--- src/hdl/sse_pkg.sv ---
// Package with the shared types and codes of the sorted set engine.
`timescale 1ns / 1ps
package sse_pkg;

  typedef enum logic [2:0] {
    CMD_INS_A = 3'd0,
    CMD_INS_B = 3'd1,
    CMD_INTER = 3'd2,
    CMD_UNION = 3'd3,
    CMD_DIFF  = 3'd4,
    CMD_CLEAR = 3'd5
  } cmd_t;

  typedef enum logic [2:0] {
    ST_INSERTED = 3'd0,
    ST_DUP      = 3'd1,
    ST_FULL     = 3'd2,
    ST_ELEM     = 3'd3,
    ST_EMPTY    = 3'd4,
    ST_CLEARED  = 3'd5
  } status_t;

  typedef enum logic [2:0] {
    S_IDLE,
    S_INSERT,
    S_MERGE,
    S_EMPTY,
    S_SINGLE
  } state_t;

  typedef struct packed {
    logic [2:0]         command;
    logic signed [31:0] value;
  } in_item_t;

  typedef struct packed {
    logic [2:0]         status;
    logic signed [31:0] result_value;
    logic               last;
  } out_item_t;

  // Shift control sent along one row of cells.
  typedef struct packed {
    logic        ins;
    logic        shift;
    logic [31:0] value;
  } cell_ctl_t;

endpackage

--- src/hdl/sse_cell.sv ---
// One storage cell of a set row: holds one value and a valid bit.
`timescale 1ns / 1ps
module sse_cell
  import sse_pkg::*;
(
  input  logic        clk,
  input  logic        rst,
  input  logic        clear,
  input  logic        head,
  input  cell_ctl_t   ctl,
  input  logic        prev_valid,
  input  logic [31:0] prev_value,
  input  logic        next_valid,
  input  logic [31:0] next_value,
  output logic        valid,
  output logic [31:0] value
);

  logic        gt;
  logic        prev_gt;
  logic [31:0] value_next;
  logic        valid_next;

  assign gt = valid && ($signed(value) > $signed(ctl.value));
  assign prev_gt = prev_valid && ($signed(prev_value) > $signed(ctl.value));

  always_comb begin
    value_next = value;
    valid_next = valid;
    if (ctl.ins) begin
      if (prev_gt) begin
        value_next = prev_value;
        valid_next = prev_valid;
      end else if ((gt || !valid) && (prev_valid ? !prev_gt : head)) begin
        value_next = ctl.value;
        valid_next = 1'b1;
      end
    end else if (ctl.shift) begin
      value_next = next_value;
      valid_next = next_valid;
    end
  end

  always_ff @(posedge clk) begin
    value <= value_next;
    if (rst || clear) begin
      valid <= 1'b0;
    end else begin
      valid <= valid_next;
    end
  end

endmodule

--- src/hdl/sse_row.sv ---
// A row of cells holding one sorted set, inserting in place and rotating for reads.
`timescale 1ns / 1ps
module sse_row
  import sse_pkg::*;
#(
  parameter int Depth = 16
) (
  input  logic        clk,
  input  logic        rst,
  input  logic        clear,
  input  cell_ctl_t   ctl,
  output logic        head_valid,
  output logic [31:0] head_value,
  output logic        full,
  output logic        has_dup
);

  logic [Depth-1:0] valid;
  logic [31:0]      value [Depth];
  logic [Depth-1:0] eq;

  for (genvar i = 0; i < Depth; i++) begin : g_cell
    logic        pv;
    logic [31:0] pval;
    logic        nv;
    logic [31:0] nval;
    if (i == 0) begin : g_first
      assign pv   = 1'b0;
      assign pval = '0;
    end else begin : g_mid
      assign pv   = valid[i-1];
      assign pval = value[i-1];
    end
    // Rotation moves the head to the tail so a full pass restores the row.
    if (i == Depth - 1) begin : g_last
      assign nv   = valid[0];
      assign nval = value[0];
    end else begin : g_inner
      assign nv   = valid[i+1];
      assign nval = value[i+1];
    end
    sse_cell u_cell (
      .clk        (clk),
      .rst        (rst),
      .clear      (clear),
      .head       (i == 0),
      .ctl        (ctl),
      .prev_valid (pv),
      .prev_value (pval),
      .next_valid (nv),
      .next_value (nval),
      .valid      (valid[i]),
      .value      (value[i])
    );
    assign eq[i] = valid[i] && (value[i] == ctl.value);
  end

  assign head_valid = valid[0];
  assign head_value = value[0];
  assign full       = valid[Depth-1];
  assign has_dup    = |eq;

endmodule

--- src/hdl/sorted_set_engine_with_set_ops_unit.sv ---
// Top level of the sorted set engine with intersection, union and difference.
// Insert and clear each return one status result; set operations return their elements
// in order with the final one marked last, or an empty status when there are none,
// at most one result per cycle; a result waiting on the consumer stalls the merge.
// One request at a time: ready returns once the final result is loaded (taken, for set ops).
// Synchronous active high reset empties both sets and the output register.
`timescale 1ns / 1ps
module sorted_set_engine_with_set_ops_unit
  import sse_pkg::*;
#(
  parameter int SET_DEPTH = 16
) (
  input  logic      clk,
  input  logic      rst,
  input  logic      in_valid,
  output logic      in_ready,
  input  in_item_t  in_data,
  output logic      out_valid,
  input  logic      out_ready,
  output out_item_t out_data
);

  localparam int CW = $clog2(2 * SET_DEPTH + 1);

  state_t      state, state_next;
  logic [2:0]  cmd;
  logic [31:0] val;
  logic [CW-1:0] ca, cb;
  logic        emitted;
  out_item_t   single;

  cell_ctl_t   ctl_a, ctl_b;
  logic        clear;
  logic        a_v, b_v, a_full, b_full, a_dup, b_dup;
  logic [31:0] a_h, b_h;
  logic        slot_free;
  logic        take_a, take_b, emit;
  logic [31:0] ev;
  logic        out_load;

  sse_row #(.Depth(SET_DEPTH)) u_row_a (
    .clk(clk), .rst(rst), .clear(clear), .ctl(ctl_a),
    .head_valid(a_v), .head_value(a_h), .full(a_full), .has_dup(a_dup)
  );
  sse_row #(.Depth(SET_DEPTH)) u_row_b (
    .clk(clk), .rst(rst), .clear(clear), .ctl(ctl_b),
    .head_valid(b_v), .head_value(b_h), .full(b_full), .has_dup(b_dup)
  );

  assign slot_free = !out_valid || out_ready;
  assign in_ready  = (state == S_IDLE);

  // Merge step: a head is live while its rotate count is below depth and it is valid.
  logic la, lb;
  assign la = (ca < CW'(SET_DEPTH)) && a_v;
  assign lb = (cb < CW'(SET_DEPTH)) && b_v;

  always_comb begin
    take_a = 1'b0;
    take_b = 1'b0;
    emit   = 1'b0;
    ev     = a_h;
    if (la && lb && a_h == b_h) begin
      take_a = 1'b1;
      take_b = 1'b1;
      emit   = (cmd == CMD_INTER) || (cmd == CMD_UNION);
    end else if (la && (!lb || $signed(a_h) < $signed(b_h))) begin
      take_a = 1'b1;
      emit   = (cmd == CMD_UNION) || (cmd == CMD_DIFF);
    end else if (lb) begin
      take_b = 1'b1;
      ev     = b_h;
      emit   = (cmd == CMD_UNION);
    end
  end

  // Lookahead for last: peek whether a later step emits is costly, so results
  // are held one step in a pending register and flushed at the end.
  logic        pend;
  logic [31:0] pend_v;
  logic        step;

  assign step = (state == S_MERGE) && slot_free && (la || lb);

  assign out_load = slot_free && (((state == S_MERGE) && step && emit && pend)
                    || (state == S_EMPTY) || ((state == S_SINGLE) && !emitted));

  always_comb begin
    state_next = state;
    unique case (state)
      S_IDLE: begin
        if (in_valid) begin
          unique case (in_data.command)
            CMD_INS_A, CMD_INS_B:          state_next = S_INSERT;
            CMD_INTER, CMD_UNION, CMD_DIFF: state_next = S_MERGE;
            CMD_CLEAR:                     state_next = S_SINGLE;
            default:                       state_next = S_IDLE;
          endcase
        end
      end
      S_INSERT: state_next = S_SINGLE;
      S_MERGE: begin
        if (ca == CW'(SET_DEPTH) && cb == CW'(SET_DEPTH)) state_next = S_EMPTY;
      end
      S_EMPTY:  if (slot_free) state_next = S_SINGLE;
      S_SINGLE: if (slot_free) state_next = S_IDLE;
      default:  state_next = S_IDLE;
    endcase
  end

  always_comb begin
    ctl_a = '{ins: 1'b0, shift: 1'b0, value: val};
    ctl_b = '{ins: 1'b0, shift: 1'b0, value: val};
    clear = 1'b0;
    if (state == S_INSERT) begin
      ctl_a.ins = (cmd == CMD_INS_A) && !a_dup && !a_full;
      ctl_b.ins = (cmd == CMD_INS_B) && !b_dup && !b_full;
    end
    if (state == S_IDLE && in_valid && in_data.command == CMD_CLEAR) clear = 1'b1;
    // Rows that finished rotate the rest of the way so they end restored.
    if (state == S_MERGE && slot_free) begin
      ctl_a.shift = take_a || (!la && ca < CW'(SET_DEPTH));
      ctl_b.shift = take_b || (!lb && cb < CW'(SET_DEPTH));
    end
  end

  always_ff @(posedge clk) begin
    if (rst) begin
      state     <= S_IDLE;
      out_valid <= 1'b0;
      pend      <= 1'b0;
      emitted   <= 1'b0;
    end else begin
      state <= state_next;
      if (out_load) begin
        out_valid <= 1'b1;
      end else if (out_valid && out_ready) begin
        out_valid <= 1'b0;
      end
      if (state == S_IDLE && in_valid) begin
        cmd     <= in_data.command;
        val     <= in_data.value;
        ca      <= '0;
        cb      <= '0;
        pend    <= 1'b0;
        emitted <= 1'b0;
        single  <= '{status: ST_CLEARED, result_value: '0, last: 1'b1};
      end
      if (state == S_INSERT) begin
        if (cmd == CMD_INS_A) begin
          single.status <= a_dup ? ST_DUP : (a_full ? ST_FULL : ST_INSERTED);
        end else begin
          single.status <= b_dup ? ST_DUP : (b_full ? ST_FULL : ST_INSERTED);
        end
      end
      if (state == S_MERGE && slot_free) begin
        if (ctl_a.shift) ca <= ca + CW'(1);
        if (ctl_b.shift) cb <= cb + CW'(1);
        if (step && emit) begin
          pend   <= 1'b1;
          pend_v <= ev;
          if (pend) begin
            out_data <= '{status: ST_ELEM, result_value: pend_v, last: 1'b0};
          end
        end
      end
      if (state == S_EMPTY && slot_free) begin
        emitted <= 1'b1;
        if (pend) begin
          out_data <= '{status: ST_ELEM, result_value: pend_v, last: 1'b1};
        end else begin
          out_data <= '{status: ST_EMPTY, result_value: '0, last: 1'b1};
        end
      end
      if (state == S_SINGLE && slot_free && !emitted) begin
        out_data <= single;
      end
    end
  end

endmodule

--- config.mk ---
export PLATFORM = sky130hd
export DESIGN_NAME = sorted_set_engine_with_set_ops_unit
export DESIGN_NICKNAME = d
export VERILOG_FILES = /design/src/hdl/sse_pkg.sv /design/src/hdl/sse_cell.sv /design/src/hdl/sse_row.sv /design/src/hdl/sorted_set_engine_with_set_ops_unit.sv
export SDC_FILE = /design/constraint.sdc
export NUM_CORES = 2
export LEC_CHECK = 0
export ABC_AREA = 0
export BUFFER_PORTS_ARGS = -buffer_cell sky130_fd_sc_hd__buf_4
export CAP_MARGIN = 0
export CORE_UTILIZATION = 57
export CTS_CLUSTER_SIZE = 12
export DETAILED_ROUTE_END_ITERATION = 8
export PLACE_DENSITY = 0.75
export SYNTH_ARGS = -nofsm -noshare
export SYNTH_HDL_FRONTEND = slang
export SYNTH_SLANG_ARGS = --single-unit
--- constraint.sdc ---
create_clock -name clk -period 8.4 [get_ports clk]
set_input_delay 1.26 -clock clk [delete_from_list [all_inputs] [get_ports clk]]
set_output_delay 1.26 -clock clk [all_outputs]
set_load 0.005 [all_outputs]
==> run metrics <==
outcome finished, final reports clean; Int Power 0.0108 W; Worst Hold Class register to register; drt total wl 307,000 um; DRT Pass-1 Iters 9; Fin. Hold Viols 0; overall die width 380 um; die height 380 um; initial antenna violation count 14; # H-tree levels 4; max cap viols 0; final hold slack 474 ps; syn avg cell area 10.2 um^2; CTS buffer count 137; clk_lat worst skew 800 ps; Fmax 148 MHz; part of the cycle the worst path needs 80.2%; Bufs on Longest Clock Path 3; Syn Nets 9,064; net switching fraction of the power 28.6%; number of enable flip-flop cells after synthesis 1,142; post-route non-filler standard cell count 9,923; hpwl dp 212,000 um; CP Class register to register; Worst VDD drop 211 uV; Clock Sinks 1,180; largest net degree at the start of global routing 201; worst path arrival time 7220 ps; DRT antenna net count 0; share of layout cells above drive strength 1 7.14%; post-synthesis sequential area ratio 43.0%; Post-CTS Setup Bufs 0; max-slew violation count 0; IO Port Bufs 76; CTS tree yes; post-route cell area 88,500 um^2; I/O Pins 77; cells after synthesis 7,965; Logic pwr share 14.6%; asr flop ratio synth 0%; post-cts sizing count 0; share of power burned in registers 46.0%; area grow syn2layout 8.57%; Slew @ Worst Pin 1270 ps; static leakage power 37.4 nW; placed inst area 84,200 um^2; Unique masters post-synth 87; Clock Tree Root clkbuf_16; grt ovf 0; synthesized area 81,500 um^2; routed vias 70,500; # DRC 0; vias in the first global route 68,100; Critical Path Start Type register; CORE AREA 142,000 um^2; crit end category register; clk_skew 31.8 ps; RSZ-0062 raised after global routing false; P_sw 0.00433 W; pwr/cell area 171 nW/um^2; Final Critical Period 6730 ps; critical path peak fanout 200; layout net count 9,012; WP data required 8890 ps; total die area 145,000 um^2; Final Core Density 62.5%; Placed Cells 9,664; Hold-fix buffers, CTS 0; Slew HR 15.5%; Reg clk slew, reported paths 60 ps; Top FF cell, synth edfxtp_1; Final TNS setup 0 ps; gr usage total 41.3%; Finish-stage setup viols 0; Vias per Instance 7.11; Synth Register Bits 1,180; drt wl/cell 30.9 um; Clock Power Share 39.4%; initial DRC count 9,686; Synth warnings 0; RePlAce Congestion 1.05; Rows 138; Starting Density 57.5%; first-pass GRT wire length 443,000 um
[cell type report]
cell class / instances / area [um^2]
clock inverters: 73 / 601
well taps: 1890 / 2360
diodes: 17 / 42.5
multi-input cells: 6165 / 44100
inverters: 160 / 601
flip-flops and latches: 1180 / 35100
repair buffers: 269 / 2130
clock buffers: 169 / 3670
fillers: 11300 / 53200
[placed cells by master, fill, tap and decap left out, drive strengths merged, types with 12 or more instances in the layout]
cell / synthesis / routed
a2111oi: 13 / 13
or3: 14 / 14
a211oi: 34 / 34
nor2: 603 / 603
and2: 45 / 45
o31ai: 22 / 22
a21oi: 902 / 902
o21a: 31 / 31
nor4: 49 / 49
mux2i: 930 / 930
ha: 1060 / 1060
o2111ai: 12 / 12
a31o: 12 / 12
a21o: 65 / 65
diode: 0 / 17
nand3: 142 / 142
nand2: 818 / 818
a21boi: 13 / 13
dfxtp: 38 / 38
nor3: 62 / 62
o22ai: 18 / 18
and4: 19 / 19
o211ai: 55 / 55
nand2b: 24 / 24
inv: 160 / 170
buf: 170 / 269
edfxtp: 1142 / 1142
clkbuf: 290 / 169
and3: 23 / 23
a31oi: 29 / 29
a221oi: 14 / 14
clkinv: 0 / 52
nand4: 242 / 242
o21ai: 754 / 754
nor2b: 41 / 41
[cells in the mapped netlist, types with 31 or more instances]
master	number	area, um^2
and2_1	45	282
nor3_1	61	305
mux2i_1	930	9310
edfxtp_1	1142	34300
a211oi_1	34	255
nor2_1	603	2260
a21oi_1	900	4500
a21o_1	64	480
ha_1	1060	13300
buf_4	52	390
clkbuf_1	260	976
nand2_1	818	3070
nor2b_1	41	257
nand4_1	241	1510
o211ai_1	55	413
o21a_1	31	233
nor4_1	46	288
buf_2	101	505
inv_1	160	601
dfxtp_1	38	761
nand3_1	140	701
o21ai_0	390	1950
o21ai_1	362	1810
[routing by layer]
metal / wire (um) / global-route usage (%) / part of all wire (%)
met2: 132000 / 61.8 / 43
met4: 31000 / 36.2 / 10
met1: 107000 / 49.3 / 35
met3: 37600 / 10.6 / 12
met5: 55 / 0 / 0.018
[final timing paths]
kind / end / slack [ps] / from / cells after the start
max reg2reg: u_row_b.g_cell[0].u_cell.value[7]$_DFFE_PP_ / 1670 / val[31]$_DFFE_PP_ / 13
max: u_row_b.g_cell[0].u_cell.value[7]$_DFFE_PP_ / 1670 / val[31]$_DFFE_PP_ / 13
min reg2reg: emitted$_SDFFE_PP0P_ / 470 / emitted$_SDFFE_PP0P_ / 2
min: emitted$_SDFFE_PP0P_ / 470 / emitted$_SDFFE_PP0P_ / 2
[power by group through the flow]
| stage | registers, W | clock network, W | logic (W) |
|---|---|---|---|
| 2_1_floorplan | 0.00695 | 0 | 0.00138 |
| 3_3_place_gp | 0.00707 | 0 | 0.00202 |
| 3_5_place_dp | 0.00707 | 0 | 0.00211 |
| 4_1_cts | 0.00695 | 0.00595 | 0.00213 |
| 5_1_grt | 0.00697 | 0.00616 | 0.00236 |
| 6_report | 0.00697 | 0.00597 | 0.00221 |
[through the flow]
step	total power (W)	worst slack (ps)
after floorplan	0.00833	2460
after global placement	0.00909	2200
after detailed placement	0.00919	2110
after CTS	0.0150	2080
after global routing	0.0155	1640
final	0.0152	1670
[state kept, by name (all words and copies together), names as in the netlist]
signal and count:
u_row_a.g_cell.u_cell.value 512, u_row_b.g_cell.u_cell.value 512, out_data 36, pend_v 32
val 32, u_row_a.g_cell.u_cell.valid 16, u_row_b.g_cell.u_cell.valid 16, ca 6
cb 6, cmd 3, single 3, state 3
emitted 1, out_valid 1, pend 1
[cell families (layout without fill, tap and decap cells)]
logic type	after synthesis	after routing	synth area share, %
and+or+nand+nor	2117	2117	11.8
adders and majority gates	1060	1060	16.3
DFF	1180	1180	43.0
AOI/OAI and AO/OA	2054	2054	14.0
other	0	17	0
buffers and inverters	620	671	3.41
muxes	934	934	11.5
[critical path: stages, from the launching register on]
cell and delay, ps:
edfxtp_1 320, buf_4 550, inv_2 550, buf_4 420, ha_1 410, nand4_1 200
nor4_1 860, nand3_1 260, o2111ai_1 470, nor3_1 240, nand3_4 450, buf_12 670
buf_4 670, o21ai_0 210
(Power assumes the default switching activity.)
